==> config.mk <==
export PLATFORM = sky130hd
export DESIGN_NAME = gbte_seq
export DESIGN_NICKNAME = d
export VERILOG_FILES = /design/src/rtl/core/gbte_pkg.sv /design/src/rtl/core/gbte_seq.sv
export SDC_FILE = /design/constraint.sdc
export NUM_CORES = 1
export LEC_CHECK = 0
export ABC_CLOCK_PERIOD_IN_PS = 10700
export CAP_MARGIN = 20
export CORE_MARGIN = 5
export CORE_UTILIZATION = 48
export CTS_CLUSTER_DIAMETER = 50
export DETAILED_ROUTE_END_ITERATION = 10
export DONT_BUFFER_PORTS = 1
export PLACE_DENSITY_LB_ADDON = 0.2
export SETUP_SLACK_MARGIN = 0.05
export SYNTH_ARGS = -nofsm -noshare
export SYNTH_HDL_FRONTEND = slang
export SYNTH_SLANG_ARGS = --single-unit
==> constraint.sdc <==
create_clock -name clk_i -period 10.7 [get_ports clk_i]
set_input_delay 2.14 -clock clk_i [delete_from_list [all_inputs] [get_ports clk_i]]
set_output_delay 2.14 -clock clk_i [all_outputs]
set_load 0.01 [all_outputs]
==> src/rtl/core/gbte_pkg.sv <==
// Shared types, constants and codes of the gap buffer text editor.
package gbte_pkg;

  localparam int unsigned CAPACITY = 4096;
  localparam int unsigned ADDR_W   = $clog2(CAPACITY);
  localparam int unsigned POS_W    = 13;
  localparam int unsigned LEN_W    = 13;
  localparam int unsigned CHAR_W   = 8;
  localparam int unsigned HASH_W   = 64;
  localparam int unsigned OP_W     = 2;
  localparam int unsigned STAT_W   = 2;

  localparam int unsigned IN_BITS      = 2 * POS_W + CHAR_W;
  localparam int unsigned IN_TDATA_W   = (IN_BITS + 7) / 8 * 8;
  localparam int unsigned OUT_BITS     = CHAR_W + LEN_W + HASH_W;
  localparam int unsigned OUT_TDATA_W  = (OUT_BITS + 7) / 8 * 8;

  typedef enum logic [OP_W-1:0] {
    OP_REPLACE = 2'd0,
    OP_CUT     = 2'd1,
    OP_READ    = 2'd2,
    OP_HASH    = 2'd3
  } op_e;

  typedef enum logic [STAT_W-1:0] {
    STAT_OK    = 2'd0,
    STAT_RANGE = 2'd1,
    STAT_FULL  = 2'd2
  } status_e;

  typedef struct packed {
    op_e               op;
    logic [POS_W-1:0]  from_pos;
    logic [POS_W-1:0]  to_pos;
    logic [CHAR_W-1:0] char_value;
  } req_t;

  typedef struct packed {
    status_e           status;
    logic [CHAR_W-1:0] char_out;
    logic [LEN_W-1:0]  text_length;
    logic [HASH_W-1:0] hash_value;
  } res_t;

  typedef struct packed {
    logic              we;
    logic [ADDR_W-1:0] waddr;
    logic [CHAR_W-1:0] wdata;
    logic              re;
    logic [ADDR_W-1:0] raddr;
  } mem_req_t;

endpackage

==> src/rtl/core/gbte_seq.sv <==
// Operation sequencer: range checks, gap moves, reads and hash walks over the text RAM.
module gbte_seq
  import gbte_pkg::*;
(
  input  logic              clk_i,
  input  logic              rst_ni,
  input  logic              req_valid_i,
  output logic              req_ready_o,
  input  req_t              req_i,
  output logic              res_valid_o,
  input  logic              res_ready_i,
  output res_t              res_o,
  output mem_req_t          mem_o,
  input  logic [CHAR_W-1:0] mem_rdata_i
);

  typedef enum logic [2:0] {
    S_IDLE,
    S_DECIDE,
    S_MOVE,
    S_COMMIT,
    S_RD_ISSUE,
    S_RD_WAIT,
    S_HASH,
    S_DONE
  } state_e;

  state_e            state_q, state_d;
  logic [LEN_W-1:0]  gap_q, gap_d;
  logic [LEN_W-1:0]  len_q, len_d;
  status_e           status_q, status_d;
  logic              pend_q, pend_d;
  logic              up_q, up_d;
  logic [LEN_W-1:0]  cnt_q, cnt_d;

  req_t              req_q, req_d;
  logic [CHAR_W-1:0] char_q, char_d;
  logic [HASH_W-1:0] hash_q, hash_d;
  logic [ADDR_W-1:0] ptr_q, ptr_d;
  logic [ADDR_W-1:0] wr_addr_q, wr_addr_d;
  logic [LEN_W-1:0]  newlen_q, newlen_d;

  logic [LEN_W-1:0]  gsize;
  logic [ADDR_W-1:0] gsize_a;
  logic              range_ok;
  logic [LEN_W-1:0]  span;
  logic [LEN_W:0]    grown_len;
  logic              gap_in_range;
  logic [LEN_W-1:0]  len_m1;
  logic [LEN_W-1:0]  rd_idx;
  logic              hash_issue;

  assign gsize        = LEN_W'(CAPACITY) - len_q;
  assign gsize_a      = gsize[ADDR_W-1:0];
  assign range_ok     = (req_q.from_pos <= req_q.to_pos) && (req_q.to_pos <= len_q);
  assign span         = req_q.to_pos - req_q.from_pos;
  assign grown_len    = {1'b0, len_q} - {1'b0, span} + (LEN_W+1)'(1);
  assign gap_in_range = (req_q.from_pos <= gap_q) && (gap_q <= req_q.to_pos);
  assign len_m1       = len_q - LEN_W'(1);
  assign rd_idx       = (req_q.from_pos > len_m1) ? len_m1 : req_q.from_pos;
  assign hash_issue   = (cnt_q != len_q);

  always_comb begin
    state_d   = state_q;
    gap_d     = gap_q;
    len_d     = len_q;
    status_d  = status_q;
    pend_d    = 1'b0;
    up_d      = up_q;
    cnt_d     = cnt_q;
    req_d     = req_q;
    char_d    = char_q;
    hash_d    = hash_q;
    ptr_d     = ptr_q;
    wr_addr_d = wr_addr_q;
    newlen_d  = newlen_q;
    mem_o     = '0;

    req_ready_o = (state_q == S_IDLE);
    res_valid_o = (state_q == S_DONE);

    // Finish the write of a byte read in the previous cycle of a gap move.
    if (pend_q && state_q == S_MOVE) begin
      mem_o.we    = 1'b1;
      mem_o.waddr = wr_addr_q;
      mem_o.wdata = mem_rdata_i;
    end

    unique case (state_q)
      S_IDLE: begin
        if (req_valid_i) begin
          req_d   = req_i;
          state_d = S_DECIDE;
        end
      end

      S_DECIDE: begin
        status_d = STAT_OK;
        char_d   = '0;
        hash_d   = '0;
        unique case (req_q.op)
          OP_REPLACE, OP_CUT: begin
            if (!range_ok) begin
              status_d = STAT_RANGE;
              state_d  = S_DONE;
            end else if (req_q.op == OP_REPLACE && grown_len > (LEN_W+1)'(CAPACITY)) begin
              status_d = STAT_FULL;
              state_d  = S_DONE;
            end else begin
              newlen_d = (req_q.op == OP_REPLACE) ? grown_len[LEN_W-1:0] : len_q - span;
              if (req_q.from_pos < gap_q) begin
                up_d  = 1'b0;
                cnt_d = gap_q - req_q.from_pos;
                ptr_d = gap_q[ADDR_W-1:0] - ADDR_W'(1);
              end else begin
                up_d  = 1'b1;
                cnt_d = req_q.from_pos - gap_q;
                ptr_d = gap_q[ADDR_W-1:0] + gsize_a;
              end
              // Gap already inside the cut range: just widen it.
              if (req_q.op == OP_CUT && gap_in_range) begin
                cnt_d = '0;
              end
              state_d = S_MOVE;
            end
          end
          OP_READ: begin
            if (len_q == '0) begin
              status_d = STAT_RANGE;
              state_d  = S_DONE;
            end else begin
              ptr_d   = (rd_idx < gap_q) ? rd_idx[ADDR_W-1:0]
                                         : rd_idx[ADDR_W-1:0] + gsize_a;
              state_d = S_RD_ISSUE;
            end
          end
          OP_HASH: begin
            cnt_d   = '0;
            state_d = S_HASH;
          end
          default: state_d = S_DONE;
        endcase
      end

      S_MOVE: begin
        if (cnt_q != '0) begin
          mem_o.re    = 1'b1;
          mem_o.raddr = ptr_q;
          pend_d      = 1'b1;
          cnt_d       = cnt_q - LEN_W'(1);
          ptr_d       = up_q ? ptr_q + ADDR_W'(1) : ptr_q - ADDR_W'(1);
          wr_addr_d   = up_q ? ptr_q - gsize_a : ptr_q + gsize_a;
        end else if (!pend_q) begin
          state_d = S_COMMIT;
        end
      end

      S_COMMIT: begin
        len_d = newlen_q;
        if (req_q.op == OP_REPLACE) begin
          mem_o.we    = 1'b1;
          mem_o.waddr = req_q.from_pos[ADDR_W-1:0];
          mem_o.wdata = req_q.char_value;
          gap_d       = req_q.from_pos + LEN_W'(1);
        end else begin
          gap_d = req_q.from_pos;
        end
        state_d = S_DONE;
      end

      S_RD_ISSUE: begin
        mem_o.re    = 1'b1;
        mem_o.raddr = ptr_q;
        state_d     = S_RD_WAIT;
      end

      S_RD_WAIT: begin
        char_d  = mem_rdata_i;
        state_d = S_DONE;
      end

      S_HASH: begin
        if (hash_issue) begin
          mem_o.re    = 1'b1;
          mem_o.raddr = (cnt_q < gap_q) ? cnt_q[ADDR_W-1:0]
                                        : cnt_q[ADDR_W-1:0] + gsize_a;
          pend_d      = 1'b1;
          cnt_d       = cnt_q + LEN_W'(1);
        end
        if (pend_q) begin
          hash_d = {hash_q[HASH_W-2:0], 1'b0} ^ {{(HASH_W-CHAR_W){1'b0}}, mem_rdata_i};
        end
        if (!hash_issue && !pend_q) begin
          state_d = S_DONE;
        end
      end

      S_DONE: begin
        if (res_ready_i) begin
          state_d = S_IDLE;
        end
      end

      default: state_d = S_IDLE;
    endcase
  end

  assign res_o.status      = status_q;
  assign res_o.char_out    = char_q;
  assign res_o.text_length = len_q;
  assign res_o.hash_value  = hash_q;

  always_ff @(posedge clk_i or negedge rst_ni) begin
    if (!rst_ni) begin
      state_q  <= S_IDLE;
      gap_q    <= '0;
      len_q    <= '0;
      status_q <= STAT_OK;
      pend_q   <= 1'b0;
      up_q     <= 1'b0;
      cnt_q    <= '0;
    end else begin
      state_q  <= state_d;
      gap_q    <= gap_d;
      len_q    <= len_d;
      status_q <= status_d;
      pend_q   <= pend_d;
      up_q     <= up_d;
      cnt_q    <= cnt_d;
    end
  end

  always_ff @(posedge clk_i) begin
    req_q     <= req_d;
    char_q    <= char_d;
    hash_q    <= hash_d;
    ptr_q     <= ptr_d;
    wr_addr_q <= wr_addr_d;
    newlen_q  <= newlen_d;
  end

`ifndef SYNTHESIS
  a_no_rw_collision: assert property (@(posedge clk_i) disable iff (!rst_ni)
    (mem_o.we && mem_o.re) |-> (mem_o.waddr != mem_o.raddr))
    else $error("text RAM read and write hit the same entry");

  a_len_in_capacity: assert property (@(posedge clk_i) disable iff (!rst_ni)
    len_q <= LEN_W'(CAPACITY))
    else $error("text length exceeds capacity");

  a_gap_within_text: assert property (@(posedge clk_i) disable iff (!rst_ni)
    gap_q <= len_q)
    else $error("gap start lies past the text end");

  a_pend_only_walking: assert property (@(posedge clk_i) disable iff (!rst_ni)
    pend_q |-> (state_q == S_MOVE || state_q == S_HASH))
    else $error("read in flight outside a gap move or hash walk");

  a_state_frozen_outside_commit: assert property (@(posedge clk_i) disable iff (!rst_ni)
    (state_q != S_COMMIT) |=> $stable(len_q))
    else $error("text length changed outside commit");
`endif

endmodule

Word-level counts from Yosys, hierarchy flattened
Index checks and enable logic that the tools add are counted.
{ "word_totals": {"out_inout_bits": 123, "word_cells": 144, "mem_count": 0, "ramBits": 0, "latch_bits": 0, "register_bits": 191, "mem_bits_ro": 0, "input_bits": 48} }
{ "op_classes": {"n_shift": 0, "div_mod_pow": 0, "multipliers": 0, "n_reduce_logical": 25, "eq_ne": 24, "n_addsub": 19, "bitwise_logic": 2, "magnitude_cmp": 9, "mux": 49} }
{ "op_table": {"columns": ["operator", "n"], "rows": [
  ["2-to-1 mux 13 bit", 11],
  ["one-hot mux 64 bit (2 select lines)", 1],
  ["2-to-1 mux 12 bit", 9],
  ["one-hot mux 13 bit (3 select lines)", 2],
  ["2-to-1 mux 64 bit", 1],
  ["XOR 64 x 8 -> 64 bit", 1],
  ["2-to-1 mux 21 bit", 3],
  ["less-or-equal comparator 13 bit", 4],
  ["subtractor 13 bit", 4],
  ["adder 12 bit", 4],
  ["one-hot mux 12 bit (2 select lines)", 2],
  ["< comparator 13 bit", 3],
  ["adder 13 x 1 -> 13 bit, second input constant", 2],
  ["one-hot mux 13 bit (2 select lines)", 1],
  ["subtractor 13 x 1 -> 13 bit, second input constant", 2],
  ["subtractor 12 x 1 -> 12 bit, second input constant", 2],
  ["2-to-1 mux 3 bit", 7],
  ["one-hot mux 3 bit (7 select lines)", 1],
  ["one-hot mux 8 bit (2 select lines)", 1],
  ["adder 14 x 1 -> 14 bit, second input constant", 1],
  ["> comparator 14 x 13 -> 1 bit, second input constant", 1],
  ["subtractor 13 x 13 -> 14 bit", 1],
  ["> comparator 13 bit", 1],
  ["logical NOT 13 bit", 1],
  ["32 further kinds", 62]
]} }

Depth between registers and ports, before layout
{ "logic_depth": {"depth_word": 9, "ltp_mapped": 30, "depth_no_buf": 29} }

Least setup slack after synthesis
OpenSTA, ideal clock, no wires.
{ "synth_path": {"kind": "register to register", "start": "reg state_q[2]", "end": "reg hash_q[0] (enable)", "path_stages_with_launch": 6, "arrival_ns": 6.083, "period_less_slack_ns": 6.658, "slack_ns": 4.042, "setup_time_ns": 0.575, "cell_sequence": "dfrtp_1 > clkbuf_1 > clkbuf_1 > clkbuf_1 > nand2_1 > o21ai_0"} }
{ "synth_between": {"elab_chain_len": 3, "word_cells_on_any_way": 5, "cone_classes": "eq/ne: 3; reduce/logical: 2"} }
{ "synth_lines": {"columns": ["item", "line", "source"], "rows": [
  ["start: declaration", "gbte_seq.sv:28", "state_e state_q, state_d;"],
  ["start signal: assignment", "gbte_seq.sv:223", "state_q <= state_d;"],
  ["equality test 3 bit / equality test 3 x 1 -> 1 bit (equally long branches)", "gbte_seq.sv:89", "unique case (state_q)"],
  ["inequality test 2 bit (no source line) / nonzero test 2 bit (equally long branches)", null, null],
  ["AND reduction 2 bit (no source line) (*)", null, null],
  ["end signal: assignment", "gbte_seq.sv:236", "hash_q <= hash_d;"],
  ["end: declaration", "gbte_seq.sv:38", "logic [HASH_W-1:0] hash_q, hash_d;"]
]} }
Every way passes the cells marked *; elsewhere a longest branch is shown, timed or not.
A chain may end at the register's enable or synchronous reset.

==> out/metrics.yaml <==
synthTopCellsByArea: "edfxtp_1, ha_1, dfrtp_1"
async_reset_ff_frac: 0.241
stdcell_count: 2209
grt_setup_unrepaired: "no"
design_area_um2: 17600
cts_setup_buffers: 0
slew_headroom: 0.290
hold_class: "reg2reg"
critical_path_class: "reg2out"
setup_viol: 0
setup_tns_ns: 0
run_status: "complete, no violations"
max_freq_mhz: 138
routedWlPerCell_um: 23.4
grt_pass1_vias: 13100
clock-root-buffer: "clkbuf_16"
arrival_ns: 5.10
placed_area_um2: 17000
yosys.cell_count.top_type: "ha_1"
tightest_slew_ns: 1.06
ir_drop_v: 0.000167
cts_hold_buf: 0
grt_pass1_wl_um: 79200
critical_path_required_ns: 8.56
h-tree-depth: 4
cts.clk_slew.worst_paths_ns: 0.08
cap_violations: 0
core_area_um2: 33700
ys_top_cells_by_count: "ha_1, edfxtp_1, nand2_1, inv_1, nor2_1"
dr_total_vias: 13500
cp-start-kind: "flip-flop"
die_y_um: 195
syn2layout_area_growth_pct: 7.08
synth.distinct_cells: 90
grt_max_degree: 82
clock_skew_ns: 0.0272
numCtsBuffers: 17
placed_cells: 2176
overflow: 0
synthFlopType: "edfxtp_1"
yosys.area.top_type: "edfxtp_1"
drtPass1Iterations: 5
drv_slew: 0
period_share: 0.676
die_w_um: 195
clock_sinks: 191
fin_crit_ns: 7.24
vias_per_cell: 6.11
hold_viol_final: 0
io_pins: 171
reg2reg_depth: 25
synth_cells: 1772
post_cts_resized: 0
diodes: 0
nets: 1997
worstPathMaxFanout: 12
row_count: 67
start_util: 0.489
first_iter_violations: 1073
clk_latency_ns: 0.48
cts_tree: "yes"
synth.yosys.warnings: 0
power_density_nw_per_um2: 391
synth_top_area_share: 0.264
antenna_left: 0
holdPathStages: 1
ys_ff_latch: 191
syn_avg_cell_area_um2: 9.29
die_area_um2: 38100
worstSetupEndpointType: "primary output"
wirelength_um: 51600
portBuffers: 0
gp_congestion: 0.957
ys_seq_area_frac: 0.334
synthesis.nets: 2021
grt_usage: 0.266
remaining_drc_errors: 0
clockBufferDepth: 2
power_leakage_nw: 7.47
synth-edff-count: 145
synth_area_um2: 16500
antenna_found_initial: 0
drive_above_1_share: 0.0710
place_hpwl_um: 39500
## path summary, 6_finish.rpt
check	to	slack, ns	startpoint
worst max register to register	ptr_q[8]	3.82	len_q[5]
min in group asynchronous	cnt_q[0]	1.34	rst_ni
worst min register to register	len_q[3]	0.47	newlen_q[3]
max in group asynchronous	pend_q	9.22	rst_ni
worst min-delay path	len_q[3]	0.47	newlen_q[3]
worst max-delay path	mem_o[11]	3.46	len_q[0]
## area by class of cell
type	count	area (µm²)
tap	448	561
clock inverter	15	210
sequential	191	5510
fill	3045	16100
multi-input combinational	1381	10200
clock buffer	17	425
timing repair buffer	23	186
inverter	134	503
## worst max-delay path, stage by stage (launching register included)
cell	delay [ns]
dfrtp_1	0.76
inv_1	0.29
ha_1	0.38
xnor2_1	0.52
ha_1	0.38
a21oi_1	0.22
o21ai_0	0.11
a21oi_1	0.22
o21ai_0	0.14
a21oi_1	0.24
o21bai_1	0.11
a2111o_1	0.43
nand3_1	0.07
nor4b_1	0.32
xnor2_1	0.11
o2bb2ai_1	0.32
## layout by cell type, fill, tap and decap left out, types with 24 or more instances in the layout
cell,count
ha_1,186
edfxtp_1,145
nand2_1,137
inv_1,131
nor2_1,124
xnor2_1,117
a21oi_1,106
o21ai_0,94
and3_1,77
a21o_1,48
dfrtp_1,45
xor2_1,35
nor3_1,30
o21a_1,26
mux2i_1,25
nand4_1,24
## cells by family (layout without fill, tap and decap cells)
kind of cell    Yosys count  in the layout  share of synthesized area
compound gates          461            461                      0.191
buf+inv                 200            189                     0.0466
flops                   191            191                      0.334
mux                      42             42                     0.0268
simple gates            518            518                      0.156
fa+ha+maj               207            207                      0.163
xor+xnor                153            153                     0.0818
## routing by layer
layer | wire length, µm | part of all wire | global-route usage | vias up
met1 | 22400 | 0.43 | 0.355 | 6525
met5 | 0 | 0 | 0 | -
met3 | 3270 | 0.063 | 0.0507 | 101
met2 | 24100 | 0.47 | 0.430 | 483
li1 | - | - | - | 6389
met4 | 1820 | 0.035 | 0.106 | 0
## sequential cells by signal, indices dropped and copies added, names as in the netlist
name / flops
hash_q: 64
req_q: 36
cnt_q: 13
gap_q: 13
len_q: 13
newlen_q: 13
ptr_q: 12
wr_addr_q: 12
char_q: 8
state_q: 3
status_q: 2
pend_q: 1
up_q: 1
## report_power, final
group | internal, mW | total (mW) | switching [mW]
Clock | 0.342 | 0.697 | 0.355
Sequential | 1.14 | 1.58 | 0.436
Combinational | 1.94 | 4.62 | 2.68
## stage by stage
stage	setup WS, ns	utilization	power (mW)	hold slack (ns)
after CTS	3.51	0.523	6.84	0.475
after global routing	3.02	0.523	7.47	0.494
after global placement	4.04	0.504	6.06	0.460
after floorplan	4.04	-	4.96	0.455
after detailed placement	3.90	0.504	6.12	0.464
final	3.46	0.523	6.89	0.469
No activity file was read; power rests on OpenSTA's default activity.
